==> src/hw/rtl/teoc_pkg.sv <==
// Shared types, constants and a helper function for the TLB entry overlap checker.
package teoc_pkg;

  localparam int unsigned ADDR_W        = 32;
  localparam int unsigned PAGE_W        = 42;
  localparam int unsigned EPN_W         = 20;
  localparam int unsigned PAGE_SHIFT    = 12;
  localparam int unsigned SEL_W         = 4;
  localparam int unsigned TID_W         = 12;
  localparam int unsigned PERM_W        = 10;
  localparam int unsigned WIMGE_W       = 7;
  localparam int unsigned IDX_W         = 4;
  localparam int unsigned VALUE_W       = 31;
  localparam int unsigned MIN_PAGE_LOG2 = 10;
  localparam int unsigned MAX_SEL       = 15;
  localparam int unsigned MAX_BYTE_SEL  = 10;

  typedef enum logic [1:0] {
    CMD_WRITE = 2'd0,
    CMD_CHECK = 2'd1,
    CMD_CLEAR = 2'd2
  } cmd_e;

  typedef enum logic [1:0] {
    KIND_SEL   = 2'd0,
    KIND_BYTES = 2'd1,
    KIND_OFF   = 2'd2
  } kind_e;

  typedef enum logic [2:0] {
    STS_OK       = 3'd0,
    STS_BADARG   = 3'd1,
    STS_BADSEL   = 3'd2,
    STS_MISALIGN = 3'd3,
    STS_NOTREADY = 3'd4,
    STS_OVERLAP  = 3'd5
  } status_e;

  typedef enum logic [1:0] {
    S_IDLE   = 2'd0,
    S_SCAN   = 2'd1,
    S_FINISH = 2'd2
  } state_e;

  typedef enum logic [1:0] {
    WR_NONE  = 2'd0,
    WR_SET   = 2'd1,
    WR_INVAL = 2'd2
  } wr_op_e;

  typedef struct packed {
    logic [ADDR_W-1:0] start;
    logic [PAGE_W-1:0] last;
    logic              space;
    logic [TID_W-1:0]  tid;
    logic              skip_en;
    logic [IDX_W-1:0]  skip_idx;
  } query_t;

  typedef struct packed {
    logic               en;
    logic               set;
    logic [IDX_W-1:0]   idx;
    logic               space;
    logic [TID_W-1:0]   tid;
    logic [EPN_W-1:0]   epn;
    logic [SEL_W-1:0]   sel;
    logic [EPN_W-1:0]   rpn;
    logic [PERM_W-1:0]  perm;
    logic [WIMGE_W-1:0] wimge;
  } wr_t;

  typedef struct packed {
    logic             vld;
    logic             hit;
    logic [IDX_W-1:0] idx;
  } tok_t;

  function automatic logic [PAGE_W-1:0] page_mask(logic [SEL_W-1:0] sel);
    return (PAGE_W'(1) << (MIN_PAGE_LOG2 + 2 * int'(sel))) - PAGE_W'(1);
  endfunction

endpackage

==> src/hw/rtl/teoc_cell.sv <==
// One table entry with its overlap compare, one link of the scan chain.
module teoc_cell #(
  parameter int ENTRIES = 16,
  parameter int INDEX   = 0
) (
  input  logic            clk_i,
  input  logic            rst_ni,
  input  teoc_pkg::query_t query_i,
  input  teoc_pkg::wr_t    wr_i,
  input  teoc_pkg::tok_t   tok_i,
  output teoc_pkg::tok_t   tok_o
);
  import teoc_pkg::*;

  localparam int LOC_W = (ENTRIES > 1) ? $clog2(ENTRIES) : 1;
  localparam int CMP_W = (LOC_W > IDX_W) ? LOC_W : IDX_W;

  logic               valid_q;
  logic               space_q;
  logic [TID_W-1:0]   tid_q;
  logic [EPN_W-1:0]   epn_q;
  logic [SEL_W-1:0]   sel_q;
  logic [EPN_W-1:0]   rpn_q;
  logic [PERM_W-1:0]  perm_q;
  logic [WIMGE_W-1:0] wimge_q;

  logic               sel_me;
  logic               skip_me;
  logic [PAGE_W-1:0]  base;
  logic [PAGE_W-1:0]  last;
  logic               match;
  tok_t               tok_d;
  tok_t               tok_q;

  assign sel_me  = (CMP_W'(wr_i.idx) == CMP_W'(INDEX));
  assign skip_me = query_i.skip_en && (CMP_W'(query_i.skip_idx) == CMP_W'(INDEX));
  assign base    = PAGE_W'({epn_q, {PAGE_SHIFT{1'b0}}});
  assign last    = base | page_mask(sel_q);

  always_comb begin
    match = valid_q && !skip_me && (space_q == query_i.space) &&
            ((tid_q == '0) || (tid_q == query_i.tid)) &&
            (PAGE_W'(query_i.start) <= last) && (query_i.last >= base);
    tok_d     = tok_i;
    tok_d.hit = tok_i.hit || match;
    if (!tok_i.hit && match) begin
      tok_d.idx = IDX_W'(INDEX);
    end
  end

  always_ff @(posedge clk_i or negedge rst_ni) begin
    if (!rst_ni) begin
      valid_q <= 1'b0;
      space_q <= 1'b0;
      tid_q   <= '0;
      epn_q   <= '0;
      sel_q   <= '0;
      tok_q   <= '0;
    end else begin
      tok_q <= tok_d;
      if (wr_i.en && sel_me) begin
        valid_q <= wr_i.set;
        if (wr_i.set) begin
          space_q <= wr_i.space;
          tid_q   <= wr_i.tid;
          epn_q   <= wr_i.epn;
          sel_q   <= wr_i.sel;
        end
      end
    end
  end

  always_ff @(posedge clk_i) begin
    if (wr_i.en && sel_me && wr_i.set) begin
      rpn_q   <= wr_i.rpn;
      perm_q  <= wr_i.perm;
      wimge_q <= wr_i.wimge;
    end
  end

  assign tok_o = tok_q;

endmodule

==> config.mk <==
export PLATFORM = sky130hd
export DESIGN_NAME = teoc_cell
export DESIGN_NICKNAME = d
export VERILOG_FILES = /design/src/hw/rtl/teoc_pkg.sv /design/src/hw/rtl/teoc_cell.sv
export SDC_FILE = /design/constraint.sdc
export NUM_CORES = 1
export LEC_CHECK = 0
export BUFFER_PORTS_ARGS = -buffer_cell sky130_fd_sc_hd__buf_2
export CAP_MARGIN = 10
export CORE_MARGIN = 8
export CORE_UTILIZATION = 49
export CTS_CLUSTER_DIAMETER = 60
export DETAILED_ROUTE_END_ITERATION = 16
export PLACE_DENSITY = 0.86
export SETUP_SLACK_MARGIN = 0.05
export SYNTH_ARGS = -nofsm -noshare
export SYNTH_HDL_FRONTEND = slang
export SYNTH_SLANG_ARGS = --single-unit
==> constraint.sdc <==
create_clock -name clk_i -period 6.15 [get_ports clk_i]
set_input_delay 0.615 -clock clk_i [delete_from_list [all_inputs] [get_ports clk_i]]
set_output_delay 0.615 -clock clk_i [all_outputs]
set_load 0.1 [all_outputs]
After elaboration in Yosys (flattened, before gate mapping) --
Cells that the tools add are included.
Word-level totals: output and inout bits 6, input port bits 180, bits in registers 44, word-level logic and storage cells 33
Operators by class: shifts and indexed selects 1, magnitude comparators 2, reductions and logical operators 16, bitwise operators 1, muxes and demuxes 1, equal/unequal tests 2, add/sub/neg operators 2
Operator list (count):
- 42-bit by 32-bit greater-or-equal comparator with 1-bit output | 1
- 32-bit by 42-bit less-or-equal comparator with 1-bit output | 1
- 32-bit by 42-bit bitwise OR with 42-bit output | 1
- 1-bit by 6-bit left shift with 42-bit output (first input constant) | 1
- 42-bit by 2-bit subtractor with 42-bit output (second input constant) | 1
- 12-bit == test | 1
- 12-bit logical NOT | 1
- 1-bit logical AND | 8
- 4-bit logical NOT | 2
- 4-bit by 5-bit adder with 6-bit output (first input constant) | 1
- 4-bit two-way mux | 1
- 1-bit logical NOT | 2
- 1-bit logical OR | 2
- 2-bit AND reduction | 1
- 1-bit == test | 1

Longest topological paths before layout --
Gate-level depths: netlist of the first run.
word-level depth 10, gate-level depth with buffers 12, depth with buffers taken out 12

Worst setup path before layout of the first run --
Ideal clock, no wire load.
path type reg2reg, start reg sel_q[3], end reg tok_q (netlist bit tok_o[4]), data required time 6032 ps, period minus slack after synthesis 2539 ps, cell stages (with the launch flop) 12, path slack 3611 ps, library setup time 118 ps, arrival 2421 ps, path buffers 2, cells stage by stage dfrtp_1 -> clkbuf_1 -> buf_1 -> a21oi_1 -> o31a_1 -> ha_1 -> nand4_1 -> nor4_2 -> and4_1 -> o2111ai_1 -> o211a_4 -> a21o_1
RTL lines:
- start, declared | RTL line teoc_cell.sv:22 | logic [SEL_W-1:0] sel_q;
- start signal, assigned | RTL line teoc_cell.sv:67 | sel_q <= wr_i.sel;
- end signal, assigned | RTL line teoc_cell.sv:60 | tok_q <= tok_d;
- end, declared | RTL line teoc_cell.sv:33 | tok_t tok_q;

==> results.cfg, run 1 <==
[sta]
fin_ws_ps = 3265
setup-violations-final = 0
rsz0062_at_grt = false
finalCritPeriodShare = 0.4691
hold_viol = 0
worstMarginPinSlew_ps = 1000
maxSlewHeadroom = 0.3333
fmax_ghz = 0.3466
period_minus_slack_ps = 2885
whs_ps = 426.6
fin_tns_setup_ps = 0
fin_worst_skew_ps = 4.803
drv_slew = 0

[routing]
ant_nets = 0
post_drt_wl_per_cell_um = 16.91
wirelength_um = 9929
vias_per_cell = 5.411
via_count = 3176
drt_iter0_drc = 70
drtPass1Iterations = 4
drc = 0

[synthesis]
netlist.area_leader.share = 0.3219
synth_simple_gate_area_frac = 0.1405
yosysUniqueCellTypes = 49
synth_area_leaders = dfrtp_1, ha_1, mux2_1
synth_top_family_by_area = adder cells
yosys_warnings = 0
synth-compound-area-share = 0.1394
yosys-top-cells-count = ha_1, dfrtp_1, inv_1
synth_edf_count = 0
synth_fa_ha_area_frac = 0.1939
synth.avg_cell_area_um2 = 10.00
seq_area_frac_synth = 0.3219
synth_top_cell_by_area = dfrtp_1
async_reset_ff_frac = 1.000
synth_flop_cell = dfrtp_1
synth_xor_xnor_area_share = 0.03328
syn_inst = 342
netlist_area_um2 = 3421
ys_seq_elements = 44
yosysMostFrequentCell = ha_1
muxShareOfSynthArea = 0.1218

[clocking]
postCtsSetupBuffers = 0
ctsResizeCount = 0
clkSinkCount = 44
clk_path_buf_depth = 2
cts_tree = done
clk_pin_slew_worst_paths_ps = 80
cts_buffers = 5
hold_buffers = 0
cts_root_buf = clkbuf_8
ctsHtreeMaxLevel = 2
insertion_delay_ps = 290

[die]
die_area_um2 = 9911
die_w_um = 99.56
pin_count = 186
placementRows = 30
coreArea_um2 = 6794
die_h_um = 99.56
start_util = 0.5035

[grt]
antenna_found_initial = 0
grt_pass1_wl_um = 16100
gr-total-overflow = 0
grt_usage = 0.2014
grt_max_degree = 45
grt_pass1_vias = 3618

[place]
dp_hpwl_um = 8508
post-place-ws_ps = 3318
dpl-instance-area_um2 = 4264
numPortBuffers = 148
gp_congestion = 0.8839

[setup_path]
setup.worst_path.end = tok_o[0]
cp-start-kind = flop
r2r_slack_ps = 3260
r2r_cells = 10
required_ps = 6350
crit_path_end_kind = flop
r2r-start = sel_q[3]
rr_endpoint = tok_o[0]
cp_max_fo = 19
crit_type = reg2reg
startpoint = sel_q[3]
critPathArrivalTime_ps = 3090

[cells_and_area]
diodes = 0
final_area_um2 = 4363
final_nets = 725
drive_gt1_frac = 0.3686
fill_cells = 571
area_delta_synth_final_pct = 27.54

[run]
drv_cap = 0

[status]
outcome = finished clean

[power]
p_total_mw = 1.000
vdd_drop_max_uv = 171.0
p_leak_nw = 2.281
powerDensity_nw_per_um2 = 229.3

[min_path]
hold_path.class = in2reg
==> cells by family (layout without fill, tap and decap cells) <==
| family | after synthesis | in the layout |
|---|---|---|
| other | 2 | 7 |
| AOI/OAI and AO/OA | 70 | 70 |
| xor gates and xnor gates | 13 | 13 |
| adders and majority gates | 53 | 53 |
| and+or+nand+nor | 81 | 81 |
| DFF | 44 | 44 |
| buffers and inverters | 42 | 186 |
| muxes | 37 | 37 |
==> how the worst min path moves through the flow <==
| stage | start | end | cells past startpoint |
|---|---|---|---|
| 5_1_grt | tok_i[5] | tok_o[5] | 1 |
| 3_3_place_gp | valid_q | valid_q | 2 |
| 6_report | tok_i[5] | tok_o[5] | 1 |
| 2_1_floorplan | rst_ni | epn_q[0] | 0 |
| 4_1_cts | tok_i[5] | tok_o[5] | 1 |
| 3_5_place_dp | valid_q | valid_q | 2 |
==> cell usage in the layout (no fill, tap or decap), types with 13 or more instances in the layout <==
master,synthesis,layout
nand2_1,13,13
dfrtp_1,44,44
ha_1,53,53
buf_2,3,148
a21oi_1,20,20
inv_1,32,32
nand4_1,13,13
mux2_1,19,19
mux2_2,18,18
==> sequential cells by signal, indices dropped and copies added, names as in the netlist <==
| register | cells |
|---|---|
| sel_q | 4 |
| epn_q | 20 |
| tid_q | 12 |
| tok_o | 6 |
| space_q | 1 |
| valid_q | 1 |
==> final cells by class <==
type,instances,area (um2),share of cell area
clock buffers,5,68.82,0.01577
clock inverters,1,30.03,0.006883
inverters,32,120.1,0.02753
multi-input cells,261,2182,0.5001
flip-flops and latches,44,1101,0.2524
well taps,96,120.1,0.02753
repair buffers,148,740.7,0.1698
==> per-layer routing <==
layer  GRT usage  vias up  routed length, um
met5           0        -                  0
met4     0.07218        0                207
met3     0.07542       17                908
met2      0.3616      125               4975
met1      0.2089     1468               3837
li1            -     1566                  -
==> power breakdown <==
group	internal, mW	switching, mW
Clock	0.117	0.0928
Combinational	0.189	0.203
Sequential	0.340	0.0598
==> metrics by stage <==
stage                     std cells  utilization
after floorplan                 347            -
after global placement          581       0.6276
after detailed placement        581       0.6276
after CTS                       587       0.6422
after global routing            587       0.6422
final                           587       0.6422
==> critical path: stages, from the launching register on <==
cell	delay (ps)
dfrtp_1	690
nor2_1	140
o21ai_0	170
a41oi_1	70
ha_1	330
nand4_1	140
nor4_2	410
and4_1	240
o2111ai_1	180
o211a_4	220
a31oi_1	210
Note: power is estimated with default switching activity, not from simulation.
==> run 2: changes to the inputs <==
--- a/config.mk
+++ b/config.mk
@@ -8,10 +8,10 @@
 export BUFFER_PORTS_ARGS = -buffer_cell sky130_fd_sc_hd__buf_2
 export CAP_MARGIN = 10
 export CORE_MARGIN = 8
-export CORE_UTILIZATION = 49
+export CORE_UTILIZATION = 46
 export CTS_CLUSTER_DIAMETER = 60
 export DETAILED_ROUTE_END_ITERATION = 16
-export PLACE_DENSITY = 0.86
+export PLACE_DENSITY = 0.81
 export SETUP_SLACK_MARGIN = 0.05
 export SYNTH_ARGS = -nofsm -noshare
 export SYNTH_HDL_FRONTEND = slang
==> constraint.sdc (replaced) <==
create_clock -name clk_i -period 2.8 [get_ports clk_i]
set_input_delay 0.28 -clock clk_i [delete_from_list [all_inputs] [get_ports clk_i]]
set_output_delay 0.28 -clock clk_i [all_outputs]
set_load 0.1 [all_outputs]
==> results.cfg, run 2 (synthesis results as in run 1) <==
[die]
die_h_um = 102.2
die_w_um = 102.2
placementRows = 31
coreArea_um2 = 7214
pin_count = 186
start_util = 0.4742
die_area_um2 = 10450

[cells_and_area]
final_common_cell = buf_2
postLayoutCoreUtil = 0.6124
diodes = 0
fill_cells = 633
final_cell_mix = buf_2, ha_1, dfrtp_1
largest_register_ffs = 20
final_nets = 728
area_delta_synth_final_pct = 29.15
drive_gt1_frac = 0.3911
regMostFlops = epn_q

[sta]
hold_viol = 0
fin_tns_setup_ps = 0
period_minus_slack_ps = 2629
rsz0062_at_grt = false
fmax_ghz = 0.3804
fin_worst_skew_ps = 7.997
setup-violations-final = 0
maxSlewHeadroom = 0.3435
drv_slew = 0
worstMarginPinSlew_ps = 984.8
finalCritPeriodShare = 0.9388

[clocking]
insertion_delay_ps = 290
ctsHtreeMaxLevel = 2
cts_buffers = 5
clk_pin_slew_worst_paths_ps = 90
clk_path_buf_depth = 2
cts_tree = done
cts_root_buf = clkbuf_8
clkSinkCount = 44

[setup_path]
r2r_slack_ps = 170
startpoint = sel_q[1]
crit_path_frequent_cell = or3_1
crit_type = reg2reg
crit_chain = buf_4 > or3_1 > nor2_2 > ha_1 > a21oi_1 > nor2_1 > a2111oi_0 > or3_1 > a21o_1 > a31oi_1
rr_endpoint = tok_o[2]
crit_path_end_kind = flop
critPathArrivalTime_ps = 2800
cpMaxStageDelayCell = dfrtp_2
r2r-start = sel_q[1]
critPathBufInv = 1
cp-start-kind = flop
cpLargestDelayFamily = compound AO/OA/AOI/OAI gates
cp_max_fo = 8
required_ps = 2970
r2r_cells = 10
max_stage_delay_ps = 460

[power]
p_comb_frac = 0.406
switchingPower_mw = 0.8124
p_seq_frac = 0.400
sw_frac_of_total = 0.3715
p_leak_nw = 2.297
vdd_drop_max_uv = 331.9
internal-power_mw = 1.375
p_clk_frac = 0.194
powerDensity_nw_per_um2 = 495.0

[min_path]
hold_path.class = in2reg
holdCritStartpoint = tok_i[5]
min_path_cells = 1
worstHoldEndpoint = tok_o[5]

[routing]
drtPass1Iterations = 4
drc = 0
ant_nets = 0
wirelength_um = 9910
drt_iter0_drc = 71
post_drt_wl_per_cell_um = 16.66
via_count = 3196
vias_per_cell = 5.371

[grt]
grt_pass1_vias = 3557
grt_pass1_wl_um = 15950
grt_max_degree = 45
antenna_found_initial = 2
grt_usage = 0.1931
gr-total-overflow = 0

[status]
outcome = finished clean

[run]
drv_cap = 0

[place]
gp_congestion = 0.8784
dp_hpwl_um = 8518
numPortBuffers = 148
==> run 2: cell types whose count changed in the layout (fill, tap and decap cells not counted), sizes merged <==
cell / delta
buf: +3
clkbuf: +1
clkinvlp: +2
bufinv: -1
==> run 2: power by group through the flow <==
stage / clock, mW / sequential (mW) / combinational, mW
2_1_floorplan: 0 / 0.858 / 0.591
3_3_place_gp: 0 / 0.872 / 0.820
3_5_place_dp: 0 / 0.879 / 0.867
4_1_cts: 0.437 / 0.867 / 0.874
5_1_grt: 0.456 / 0.889 / 1.01
6_report: 0.425 / 0.875 / 0.887
==> run 2: worst max-delay path by stage <==
stage | cells past startpoint | end
floorplan | 11 | tok_o[4]
global placement | 10 | tok_o[4]
CTS | 10 | tok_o[4]
global route | 9 | tok_o[2]
detailed placement | 9 | tok_o[3]
finish | 10 | tok_o[2]
==> run 2: layer usage <==
layer	track usage	routed length [um]	vias to the layer above
met4	0.03950	79	4
met5	0	28	-
li1	-	-	1562
met1	0.2024	3861	1506
met3	0.07016	868	12
met2	0.3588	5071	112
==> run 2: through the flow <==
stage / area [um2] / cells / setup WS (ps) / hold slack (ps) / total power [mW]
2_1_floorplan: 3440 / 347 / 260.8 / -15.59 / 1.450
3_3_place_gp: 4290 / 587 / 151.3 / 388.4 / 1.692
3_5_place_dp: 4290 / 587 / 93.57 / 389.8 / 1.746
4_1_cts: 4388 / 595 / 95.72 / 70.74 / 2.177
5_1_grt: 4418 / 595 / 55.86 / 72.86 / 2.351
6_report: 4418 / 595 / 171.4 / 80.22 / 2.187
==> run 2: repair_timing <==
| action | 4_1_cts | 5_1_grt |
|---|---|---|
| hold buffers | 0 | 0 |
| endpoints found under the setup margin | 0 | 5 |
| endpoints found under the hold margin | 0 | 0 |
| resized for setup | 0 | 10 |
| setup buffers | 0 | 0 |
==> run 2: area by class of cell <==
cell class                 instances  area, um2  share of cell area
multi-input combinational        261       2207              0.4996
sequential                        44       1106              0.2504
timing repair buffer             151      763.2              0.1728
tap                               99      123.9             0.02804
inverter                          32      120.1             0.02719
clock buffer                       6      82.58             0.01869
clock inverter                     2      15.01            0.003398
